**src/rtl/core/mfac_pkg.sv**
```systemverilog
`timescale 1ns / 1ps
// ----------------------------------------------------------------------------
// mfac_pkg
// Types and codes shared by the message freshness and arm check block.
// ----------------------------------------------------------------------------
package mfac_pkg;

  localparam int CFG_BITS    = 32;
  localparam int CFG_IDX_BITS = 2;
  localparam int KIND_BITS   = 3;
  localparam int REASON_BITS = 3;
  localparam int MASK_BITS   = 6;
  localparam int NUM_TIMED   = 5;

  // operations
  localparam logic OP_ARRIVAL = 1'b0;
  localparam logic OP_QUERY   = 1'b1;

  // configuration register indexes
  localparam logic [CFG_IDX_BITS-1:0] REG_LOCATION_MAX_AGE   = 2'd0;
  localparam logic [CFG_IDX_BITS-1:0] REG_OTHER_MAX_AGE      = 2'd1;
  localparam logic [CFG_IDX_BITS-1:0] REG_SYSTEM_VALID_AGE   = 2'd2;
  localparam logic [CFG_IDX_BITS-1:0] REG_LOCATION_VALID_AGE = 2'd3;

  localparam logic [CFG_BITS-1:0] LOCATION_MAX_AGE_RESET   = 32'd3000;
  localparam logic [CFG_BITS-1:0] OTHER_MAX_AGE_RESET      = 32'd22000;
  localparam logic [CFG_BITS-1:0] SYSTEM_VALID_AGE_RESET   = 32'd15000;
  localparam logic [CFG_BITS-1:0] LOCATION_VALID_AGE_RESET = 32'd2000;

  // message kinds
  localparam logic [KIND_BITS-1:0] KIND_LOCATION = 3'd0;
  localparam logic [KIND_BITS-1:0] KIND_BASIC    = 3'd1;
  localparam logic [KIND_BITS-1:0] KIND_AUTH     = 3'd2;
  localparam logic [KIND_BITS-1:0] KIND_SELF     = 3'd3;
  localparam logic [KIND_BITS-1:0] KIND_SYSTEM   = 3'd4;
  localparam logic [KIND_BITS-1:0] KIND_OPERATOR = 3'd5;

  // received mask bits
  localparam int MB_LOCATION = 0;
  localparam int MB_BASIC    = 1;
  localparam int MB_AUTH     = 2;
  localparam int MB_SELF     = 3;
  localparam int MB_SYSTEM   = 4;
  localparam int MB_OPERATOR = 5;
  localparam logic [MASK_BITS-1:0] MASK_REQUIRED = 6'h3B;

  // slots of the receive time store
  localparam int T_LOC   = 0;
  localparam int T_BASIC = 1;
  localparam int T_SELF  = 2;
  localparam int T_SYS   = 3;
  localparam int T_OPER  = 4;

  // failure reasons
  localparam logic [REASON_BITS-1:0] RSN_NONE         = 3'd0;
  localparam logic [REASON_BITS-1:0] RSN_NO_LOCATION  = 3'd1;
  localparam logic [REASON_BITS-1:0] RSN_NO_BASIC     = 3'd2;
  localparam logic [REASON_BITS-1:0] RSN_NO_SELF      = 3'd3;
  localparam logic [REASON_BITS-1:0] RSN_NO_OPERATOR  = 3'd4;
  localparam logic [REASON_BITS-1:0] RSN_NO_SYSTEM    = 3'd5;
  localparam logic [REASON_BITS-1:0] RSN_BAD_LOCATION = 3'd6;
  localparam logic [REASON_BITS-1:0] RSN_BAD_OPERATOR = 3'd7;

  typedef struct packed {
    logic               op;
    logic [31:0]        now_ms;
    logic [KIND_BITS-1:0] msg_kind;
    logic signed [31:0] latitude;
    logic signed [31:0] longitude;
  } item_t;

  typedef struct packed {
    logic                   good_to_arm;
    logic [REASON_BITS-1:0] fail_reason;
    logic                   initialised;
    logic                   system_ok;
    logic                   location_ok;
  } result_t;

  typedef struct packed {
    logic [CFG_BITS-1:0] location_max_age;
    logic [CFG_BITS-1:0] other_max_age;
    logic [CFG_BITS-1:0] system_valid_age;
    logic [CFG_BITS-1:0] location_valid_age;
  } cfg_t;

endpackage

```
**src/rtl/core/mfac_in_if.sv**
```systemverilog
`timescale 1ns / 1ps
// ----------------------------------------------------------------------------
// mfac_in_if
// Input channel: one arrival or query transaction per handshake.
// ----------------------------------------------------------------------------
interface mfac_in_if;
  import mfac_pkg::*;

  logic                 valid;
  logic                 ready;
  logic                 op;
  logic [31:0]          now_ms;
  logic [KIND_BITS-1:0] msg_kind;
  logic signed [31:0]   latitude;
  logic signed [31:0]   longitude;

  modport source (output valid, op, now_ms, msg_kind, latitude, longitude, input ready);
  modport sink   (input valid, op, now_ms, msg_kind, latitude, longitude, output ready);
endinterface

```
**src/rtl/core/mfac_out_if.sv**
```systemverilog
`timescale 1ns / 1ps
// ----------------------------------------------------------------------------
// mfac_out_if
// Result channel: one verdict transaction per handshake.
// ----------------------------------------------------------------------------
interface mfac_out_if;
  import mfac_pkg::*;

  logic                   valid;
  logic                   ready;
  logic                   good_to_arm;
  logic [REASON_BITS-1:0] fail_reason;
  logic                   initialised;
  logic                   system_ok;
  logic                   location_ok;

  modport source (output valid, good_to_arm, fail_reason, initialised, system_ok,
                  location_ok, input ready);
  modport sink   (input valid, good_to_arm, fail_reason, initialised, system_ok,
                  location_ok, output ready);
endinterface

```
**src/rtl/core/mfac_eval.sv**
```systemverilog
`timescale 1ns / 1ps
// ----------------------------------------------------------------------------
// mfac_eval
// Applies one transaction to the tracking state and evaluates the verdict
// against the updated state.
// ----------------------------------------------------------------------------
module mfac_eval
  import mfac_pkg::*;
#(
  parameter int TIME_BITS = 32
) (
  input  item_t                                item,
  input  cfg_t                                 cfg,
  input  logic [NUM_TIMED-1:0][TIME_BITS-1:0]  times,
  input  logic [MASK_BITS-1:0]                 mask,
  input  logic                                 veh_zero,
  input  logic                                 opr_zero,
  output logic [NUM_TIMED-1:0][TIME_BITS-1:0]  times_next,
  output logic [MASK_BITS-1:0]                 mask_next,
  output logic                                 veh_zero_next,
  output logic                                 opr_zero_next,
  output result_t                              result
);

  localparam int W = (TIME_BITS > CFG_BITS) ? TIME_BITS : CFG_BITS;

  logic [W-1:0]         now_w;
  logic [TIME_BITS-1:0] now_t;
  logic                 pos_zero;
  logic                 arrival;
  logic [NUM_TIMED-1:0] stale_loc;
  logic [NUM_TIMED-1:0] stale_oth;
  logic [NUM_TIMED-1:0] fresh_sys;
  logic [NUM_TIMED-1:0] fresh_loc;
  logic [TIME_BITS-1:0] age [NUM_TIMED];

  assign now_w    = W'(item.now_ms);
  assign now_t    = now_w[TIME_BITS-1:0];
  assign pos_zero = (item.latitude == 32'sd0) && (item.longitude == 32'sd0);
  assign arrival  = (item.op == OP_ARRIVAL);

  always_comb begin
    times_next    = times;
    mask_next     = mask;
    veh_zero_next = veh_zero;
    opr_zero_next = opr_zero;
    if (arrival) begin
      unique case (item.msg_kind)
        KIND_LOCATION: begin
          mask_next[MB_LOCATION] = 1'b1;
          times_next[T_LOC]      = now_t;
          veh_zero_next          = pos_zero;
        end
        KIND_BASIC: begin
          mask_next[MB_BASIC] = 1'b1;
          times_next[T_BASIC] = now_t;
        end
        KIND_AUTH: begin
          mask_next[MB_AUTH] = 1'b1;
        end
        KIND_SELF: begin
          mask_next[MB_SELF] = 1'b1;
          times_next[T_SELF] = now_t;
        end
        KIND_SYSTEM: begin
          mask_next[MB_SYSTEM] = 1'b1;
          times_next[T_SYS]    = now_t;
          opr_zero_next        = pos_zero;
        end
        KIND_OPERATOR: begin
          mask_next[MB_OPERATOR] = 1'b1;
          times_next[T_OPER]     = now_t;
        end
        default: begin
        end
      endcase
    end
  end

  // per-slot age checks; a zero stamp means never received
  always_comb begin
    for (int i = 0; i < NUM_TIMED; i++) begin
      age[i]       = now_t - times_next[i];
      stale_loc[i] = (times_next[i] == '0) || (W'(age[i]) > W'(cfg.location_max_age));
      stale_oth[i] = (times_next[i] == '0) || (W'(age[i]) > W'(cfg.other_max_age));
      fresh_sys[i] = (times_next[i] != '0) && (W'(age[i]) < W'(cfg.system_valid_age));
      fresh_loc[i] = (times_next[i] != '0) && (W'(age[i]) < W'(cfg.location_valid_age));
    end
  end

  always_comb begin
    result.good_to_arm = 1'b0;
    priority if (stale_loc[T_LOC])   result.fail_reason = RSN_NO_LOCATION;
    else if (stale_oth[T_BASIC])     result.fail_reason = RSN_NO_BASIC;
    else if (stale_oth[T_SELF])      result.fail_reason = RSN_NO_SELF;
    else if (stale_oth[T_OPER])      result.fail_reason = RSN_NO_OPERATOR;
    else if (stale_oth[T_SYS])       result.fail_reason = RSN_NO_SYSTEM;
    else if (veh_zero_next)          result.fail_reason = RSN_BAD_LOCATION;
    else if (opr_zero_next)          result.fail_reason = RSN_BAD_OPERATOR;
    else begin
      result.fail_reason = RSN_NONE;
      result.good_to_arm = 1'b1;
    end
    result.initialised = ((mask_next & MASK_REQUIRED) == MASK_REQUIRED);
    result.system_ok   = fresh_sys[T_SYS] && fresh_sys[T_SELF] &&
                         fresh_sys[T_BASIC] && fresh_sys[T_OPER];
    result.location_ok = fresh_loc[T_LOC];
  end

endmodule

```
**src/rtl/core/message_freshness_arm_check_unit.sv**
```systemverilog
`timescale 1ns / 1ps
// ----------------------------------------------------------------------------
// message_freshness_arm_check_unit
// Tracks receive times of five identification message kinds and reports an
// arm verdict, initialised flag and validity flags for every transaction.
// ----------------------------------------------------------------------------
// Usage:
//   item   : arrival (op 0) or status query (op 1) transactions, valid/ready.
//   result : one verdict transaction per item, in order, valid/ready.
//   wr_*   : register write port, one write per cycle with wr_en high;
//            write only while no item is in flight.
// An accepted item waits in the input register; when the result register is free
// or being emptied, it moves through the state update and age compares into the
// result register. Throughput is one item per cycle; item.ready stays high while
// the result register is free or being emptied in the same cycle.
// When the receiver stalls, the result holds and the input register takes
// one more item before item.ready drops.
// Synchronous reset empties both registers, clears all receive stamps and the
// received mask, marks both positions as zero and loads the default ages.
// TIME_BITS sets the width of the stored stamps and the age arithmetic.
// ----------------------------------------------------------------------------
module message_freshness_arm_check_unit
  import mfac_pkg::*;
#(
  parameter int TIME_BITS = 32
) (
  input  logic                    clk,
  input  logic                    rst,
  mfac_in_if.sink                 item,
  mfac_out_if.source              result,
  input  logic                    wr_en,
  input  logic [CFG_IDX_BITS-1:0] wr_index,
  input  logic [CFG_BITS-1:0]     wr_data
);

  cfg_t                                cfg;
  item_t                               in_q;
  logic                                in_full;
  result_t                             res_q;
  logic                                out_valid;
  logic [NUM_TIMED-1:0][TIME_BITS-1:0] times;
  logic [NUM_TIMED-1:0][TIME_BITS-1:0] times_next;
  logic [MASK_BITS-1:0]                mask;
  logic [MASK_BITS-1:0]                mask_next;
  logic                                veh_zero;
  logic                                veh_zero_next;
  logic                                opr_zero;
  logic                                opr_zero_next;
  result_t                             res_next;
  logic                                advance;
  item_t                               item_in;

  assign advance    = in_full && (!out_valid || result.ready);
  assign item.ready = !in_full || advance;

  assign item_in.op        = item.op;
  assign item_in.now_ms    = item.now_ms;
  assign item_in.msg_kind  = item.msg_kind;
  assign item_in.latitude  = item.latitude;
  assign item_in.longitude = item.longitude;

  always_ff @(posedge clk) begin
    if (rst) begin
      cfg.location_max_age   <= LOCATION_MAX_AGE_RESET;
      cfg.other_max_age      <= OTHER_MAX_AGE_RESET;
      cfg.system_valid_age   <= SYSTEM_VALID_AGE_RESET;
      cfg.location_valid_age <= LOCATION_VALID_AGE_RESET;
    end else if (wr_en) begin
      unique case (wr_index)
        REG_LOCATION_MAX_AGE:   cfg.location_max_age   <= wr_data;
        REG_OTHER_MAX_AGE:      cfg.other_max_age      <= wr_data;
        REG_SYSTEM_VALID_AGE:   cfg.system_valid_age   <= wr_data;
        REG_LOCATION_VALID_AGE: cfg.location_valid_age <= wr_data;
        default: begin
        end
      endcase
    end
  end

  always_ff @(posedge clk) begin
    if (rst) begin
      in_full <= 1'b0;
    end else if (item.valid && item.ready) begin
      in_full <= 1'b1;
    end else if (advance) begin
      in_full <= 1'b0;
    end
  end

  always_ff @(posedge clk) begin
    if (item.valid && item.ready) begin
      in_q <= item_in;
    end
  end

  mfac_eval #(
    .TIME_BITS (TIME_BITS)
  ) u_eval (
    .item          (in_q),
    .cfg           (cfg),
    .times         (times),
    .mask          (mask),
    .veh_zero      (veh_zero),
    .opr_zero      (opr_zero),
    .times_next    (times_next),
    .mask_next     (mask_next),
    .veh_zero_next (veh_zero_next),
    .opr_zero_next (opr_zero_next),
    .result        (res_next)
  );

  always_ff @(posedge clk) begin
    if (rst) begin
      times    <= '0;
      mask     <= '0;
      veh_zero <= 1'b1;
      opr_zero <= 1'b1;
    end else if (advance) begin
      times    <= times_next;
      mask     <= mask_next;
      veh_zero <= veh_zero_next;
      opr_zero <= opr_zero_next;
    end
  end

  always_ff @(posedge clk) begin
    if (rst) begin
      out_valid <= 1'b0;
    end else if (advance) begin
      out_valid <= 1'b1;
    end else if (result.ready) begin
      out_valid <= 1'b0;
    end
  end

  always_ff @(posedge clk) begin
    if (advance) begin
      res_q <= res_next;
    end
  end

  assign result.valid       = out_valid;
  assign result.good_to_arm = res_q.good_to_arm;
  assign result.fail_reason = res_q.fail_reason;
  assign result.initialised = res_q.initialised;
  assign result.system_ok   = res_q.system_ok;
  assign result.location_ok = res_q.location_ok;

endmodule
```
**src/flat_wrapper.sv**
```systemverilog
// flat-port wrapper written by rule: the top's interface ports become plain ports
module message_freshness_arm_check_unit_flat import mfac_pkg::*;
#(
  parameter int TIME_BITS = 32
)
  (clk, rst, wr_en, wr_index, wr_data, item_valid, item_op, item_now_ms, item_msg_kind, item_latitude, item_longitude, item_ready, result_valid, result_good_to_arm, result_fail_reason, result_initialised, result_system_ok, result_location_ok, result_ready);
  mfac_in_if item_i ();
  mfac_out_if result_i ();
  input  logic clk;
  input  logic rst;
  input  logic wr_en;
  input  logic [CFG_IDX_BITS-1:0] wr_index;
  input  logic [CFG_BITS-1:0] wr_data;
  input wire logic [$bits(item_i.valid)-1:0] item_valid;
  input wire logic [$bits(item_i.op)-1:0] item_op;
  input wire logic [$bits(item_i.now_ms)-1:0] item_now_ms;
  input wire logic [$bits(item_i.msg_kind)-1:0] item_msg_kind;
  input wire logic [$bits(item_i.latitude)-1:0] item_latitude;
  input wire logic [$bits(item_i.longitude)-1:0] item_longitude;
  output wire logic [$bits(item_i.ready)-1:0] item_ready;
  output wire logic [$bits(result_i.valid)-1:0] result_valid;
  output wire logic [$bits(result_i.good_to_arm)-1:0] result_good_to_arm;
  output wire logic [$bits(result_i.fail_reason)-1:0] result_fail_reason;
  output wire logic [$bits(result_i.initialised)-1:0] result_initialised;
  output wire logic [$bits(result_i.system_ok)-1:0] result_system_ok;
  output wire logic [$bits(result_i.location_ok)-1:0] result_location_ok;
  input wire logic [$bits(result_i.ready)-1:0] result_ready;
  assign item_i.valid = item_valid;
  assign item_i.op = item_op;
  assign item_i.now_ms = item_now_ms;
  assign item_i.msg_kind = item_msg_kind;
  assign item_i.latitude = item_latitude;
  assign item_i.longitude = item_longitude;
  assign item_ready = item_i.ready;
  assign result_valid = result_i.valid;
  assign result_good_to_arm = result_i.good_to_arm;
  assign result_fail_reason = result_i.fail_reason;
  assign result_initialised = result_i.initialised;
  assign result_system_ok = result_i.system_ok;
  assign result_location_ok = result_i.location_ok;
  assign result_i.ready = result_ready;
  message_freshness_arm_check_unit #(.TIME_BITS(TIME_BITS)) u_core (.clk(clk), .rst(rst), .item(item_i), .result(result_i), .wr_en(wr_en), .wr_index(wr_index), .wr_data(wr_data));
endmodule
```
**config.mk**
```make
export PLATFORM = sky130hd
export DESIGN_NAME = message_freshness_arm_check_unit_flat
export DESIGN_NICKNAME = d
export VERILOG_FILES = /design/src/rtl/core/mfac_pkg.sv /design/src/rtl/core/mfac_in_if.sv /design/src/rtl/core/mfac_out_if.sv /design/src/rtl/core/mfac_eval.sv /design/src/rtl/core/message_freshness_arm_check_unit.sv /design/src/flat_wrapper.sv
export SDC_FILE = /design/constraint.sdc
export NUM_CORES = 2
export LEC_CHECK = 0
export ABC_CLOCK_PERIOD_IN_PS = 7600
export BUFFER_PORTS_ARGS = -buffer_cell sky130_fd_sc_hd__buf_4
export CAP_MARGIN = 20
export CORE_ASPECT_RATIO = 1.1
export CORE_MARGIN = 8
export CORE_UTILIZATION = 30
export DETAILED_ROUTE_END_ITERATION = 8
export GPL_TIMING_DRIVEN = 1
export SLEW_MARGIN = 20
export SYNTH_ARGS = -nofsm -noshare
export SYNTH_HDL_FRONTEND = slang
export SYNTH_HIERARCHICAL = 1
export SYNTH_SLANG_ARGS = --single-unit
```
**constraint.sdc**
```tcl
create_clock -name clk -period 7.6 [get_ports clk]
set_clock_uncertainty 0.15 [all_clocks]
set_input_delay 1.14 -clock clk [delete_from_list [all_inputs] [get_ports clk]]
set_output_delay 1.14 -clock clk [all_outputs]
set_load 0.05 [all_outputs]
```
### Yosys cells after proc, flatten, opt, wreduce, memory -nomap -nowiden

Cells that the tools add are included.

| operators by class | value |
|---|---|
| add/sub/neg operators | 5 |
| $lt $le $gt $ge | 10 |
| equality and inequality tests | 9 |
| multiplexer cells | 28 |
| bitwise logic cells | 1 |
| reductions and logical operators | 43 |

Operators by type and width:

| operator | number |
|---|---|
| 32-bit zero test | 7 |
| 32-bit > comparator | 5 |
| 32-bit less-than comparator | 5 |
| 160-bit 2-to-1 mux | 1 |
| 32-bit 2-to-1 mux | 5 |
| 32-bit nonzero test | 5 |
| 32-bit subtractor | 5 |
| 1-bit 2-to-1 mux | 15 |
| 3-bit 2-to-1 mux | 4 |
| 1-bit logical AND | 11 |
| 2-bit AND reduction | 4 |
| 1-bit logical OR | 7 |
| 3-bit by 2-bit equality test with 1-bit output, second input constant | 2 |
| 3-bit equality test, second input constant | 2 |
| 6-bit 2-to-1 mux | 1 |
| 6-bit OR reduction | 1 |
| 5-bit equality test, second input constant | 1 |
| 2-bit equality test, second input constant | 2 |
| 2-bit 2-to-1 mux | 2 |
| 2-bit nonzero test | 2 |
| 3-bit by 1-bit equality test with 1-bit output, second input constant | 1 |
| 3-bit zero test | 1 |
| 3-bit AND reduction | 1 |
| 3-bit OR reduction | 1 |
| other kinds (4) | 5 |

| word-level totals | value |
|---|---|
| bits in registers | 405 |
| bits of input ports | 139 |
| output and inout bits | 9 |
| word-level logic and storage cells | 122 |

### Longest topological paths before layout

| depth | value |
|---|---|
| depth in word-level cells | 10 |
| mapped depth | 29 |
| mapped depth without buffers | 27 |

### Cells and area by module

The synthesis kept the hierarchy.

By module, submodules not included:

| module | times used | cells each | area an instance (µm²) | seq. area each (µm²) |
|---|---|---|---|---|
| mfac_eval | 1 | 2,363 | 17,503.0 | 0.0 |
| message_freshness_arm_check_unit | 1 | 1,393 | 15,233.4 | 9,178.8 |

### Least setup slack after synthesis

OpenSTA, ideal clock, no wires.

| timing path | value |
|---|---|
| path type | input to register |
| start | input result_ready |
| end | register u_core/in_q[0] (netlist name) (enable) |
| library setup time | 592 ps |
| data arrival time | 6,032 ps |
| required time | 6,858 ps |
| path slack | 826 ps |
| stages on the path | 2 |
| path buffers | 0 |
| path through | nor2b_4 > a21oi_1 |

| on the way | value |
|---|---|
| word-level cells in the longest chain between the ends | 4 |

RTL lines:

| element | line | source |
|---|---|---|
| from (decl) | flat_wrapper.sv:27 | `input wire logic [$bits(result_i.ready)-1:0] result_ready;` |
| 1-bit logical OR | message_freshness_arm_check_unit.sv:53 | `assign advance = in_full && (!out_valid \|\| result.ready);` |
| 1-bit logical AND | message_freshness_arm_check_unit.sv:53 |  |
| 1-bit logical OR | message_freshness_arm_check_unit.sv:54 | `assign item.ready = !in_full \|\| advance;` |
| 1-bit logical AND | message_freshness_arm_check_unit.sv:91 | `if (item.valid && item.ready) begin` |
| to (signal assigned) | message_freshness_arm_check_unit.sv:92 | `in_q <= item_in;` |
| to (decl) | message_freshness_arm_check_unit.sv:37 | `item_t in_q;` |

Every way passes these cells.
A chain may end at the register's enable or synchronous reset.

==> qor.yml <==
routing:
  drt-total-wl_um: 103000
  routed-wl-met2_um: 49600
  firstDrtPassIters: 7
  remaining_drc_errors: 0
  first_iter_violations: 1735
  drt-wirelength-per-cell_um: 19.2
  avgViaCountPerCell: 5.04
  wl_met3_um: 3270
  vias: 27000
  wl_met1_um: 45700
  highest_layer: "met5"
  drtAntennaViolNets: 0
timing:
  hold_viol: 0
  timing.final.crit_share_pct: 95.1
  fmax_mhz: 138
  tightest_slew_ps: 1070
  finalSetupViolCount: 0
  hold_ws_ps: 303
  final-max-slew-violation-count: 0
  fin_tns_setup_ps: 0
  rsz0062_at_grt: "no"
  fin_crit_ps: 7220
  max_slew_margin_pct: 28.5
global_route:
  antenna_found_initial: 1
  gr-total-overflow: 0
  grt_usage_pct: 16.5
  grt_pass1_wl_um: 155000
  grt_start_max_net_pins: 215
  grt_pass1_vias: 26000
critical_path:
  cpMostUsedCell: "buf_4"
  critPathMaxFanout: 6
  cp-start-kind: "flip-flop"
  cp_slowest_stage_delay_ps: 740
  worstSetupPathType: "flip-flop to flip-flop"
  cp.arrival_ps: 7550
  critPathRequiredTime_ps: 7920
  critPathSlowestCell: "or4b_2"
  end_kind: "flip-flop"
power:
  p_per_area_nw_per_um2: 179
  p_total_mw: 6.65
  p_leak_nw: 15.8
  ir_drop_mv: 0.158
yosys:
  syn_inst: 3750
  avgSynthCellArea_sq_um: 8.72
  synth_warnings: 6
  synth_nets: 4364
  synth_area_sq_um: 32700
place:
  dp_hpwl_um: 81800
  numPortBuffers: 147
  dpl-instance-area_sq_um: 35500
  place.gp.congestion: 0.934
cts:
  path_clk_slew_ps: 70
  h-tree-depth: 2
  cts_buffers: 45
  hold_buffers: 0
  clock-sinks: 404
  cts_tree: "built"
  clk_latency_ps: 600
  root_buffer: "clkbuf_16"
  cts_buffer_depth: 3
finish:
  nets: 4506
  area_delta_synth_final_pct: 13.9
  final.fill_count: 11200
  drive_above_1_share_pct: 9.42
  num_antenna_cells: 0
  fin_area_sq_um: 37200
die:
  dieArea_sq_um: 120000
  start_util_pct: 30.1
  rows: 127
  dieHeight_um: 362
  core_sq_um: 109000
  io_pins: 148
  die_x_um: 331
job:
  drv_cap: 0
worst_hold_path:
  min_path_type: "flip-flop to flip-flop"
outcome:
  status: "completed"
[timing repair]
item,in CTS,in global routing
resized for setup,0,17
setup buffers,0,0
endpoints found under the setup margin,0,5
[layer usage]
metal,GRT usage [%],vias up
met1,20.8,12700
met4,6.40,2
met2,28.8,492
met5,0,-
met3,1.75,150
li1,-,13600
[cell usage in the layout, fill, tap and decap left out, types with 9 or more instances in the layout]
cell / instances
o21a_1: 53
o21bai_1: 14
o21ai_0: 109
nand3_1: 44
a21oi_1: 319
ha_1: 470
clkinv_2: 9
buf_4: 216
dfxtp_1: 297
a211oi_1: 18
nor2b_1: 39
inv_1: 313
mux2i_1: 294
xnor2_1: 95
nor2_1: 141
or2_2: 10
nor3_1: 62
a21boi_0: 11
nand2b_1: 357
o31ai_1: 9
clkbuf_16: 48
nand4_1: 96
xor2_1: 42
nand2_1: 306
and2_1: 12
nor4_1: 47
and3_1: 15
a31oi_1: 13
a21o_1: 158
edfxtp_1: 107
mux2_2: 27
[layout make-up]
| class | count | area (sq um) | share of cell area, % |
|---|---|---|---|
| clock buffers | 54 | 1270 | 3.42 |
| clock inverters | 30 | 392 | 1.05 |
| inverters | 314 | 1180 | 3.17 |
| multi-input cells | 2904 | 21700 | 58.4 |
| flip-flops and latches | 404 | 9160 | 24.6 |
| well taps | 1419 | 1780 | 4.77 |
| repair buffers | 223 | 1730 | 4.65 |
[sequential cells by signal (all words and copies together), names as in the netlist]
register,flops
u_core/cfg,128
u_core/times,160
u_core/result.system_ok,1
u_core/in_q,100
u_core/result.good_to_arm,1
u_core/result.valid,1
u_core/result.initialised,1
u_core/in_full,1
u_core/opr_zero,1
u_core/result.fail_reason,3
u_core/mask,5
u_core/result.location_ok,1
u_core/veh_zero,1
[critical path, delay by kind of cell, from the launching register on]
family,cells,cell delay (ps)
adder cells (fa/ha/maj),2,840
flip-flops,1,500
AO/OA/AOI/OAI,12,2700
XOR/XNOR,1,240
multiplexers,1,170
buffers and inverters,3,530
AND/OR/NAND/NOR,7,1940
[report_power, final]
part	switching [mW]	internal, mW
sequential	0.0691	2.28
clock	0.995	1.48
combinational	1.05	0.774
total	2.12	4.53
[through the flow]
stage	util, %	std cells	worst slack, ps
final	34.3	5348	375
after global routing	34.3	5348	2.06
after CTS	34.2	5348	112
after detailed placement	32.7	5264	187
after global placement	32.7	5264	274
after floorplan	-	3750	826
[path summary, 6_finish.rpt]
path	to	slack, ps	from	cells past startpoint
worst max-delay path	u_core/result.system_ok	380	u_core/in_q[64]	26
worst min-delay path	u_core/cfg[13]	300	u_core/cfg[13]	2
worst max register to register	u_core/result.system_ok	380	u_core/in_q[64]	26
worst min register to register	u_core/cfg[13]	300	u_core/cfg[13]	2
(Power assumes the default switching activity.)
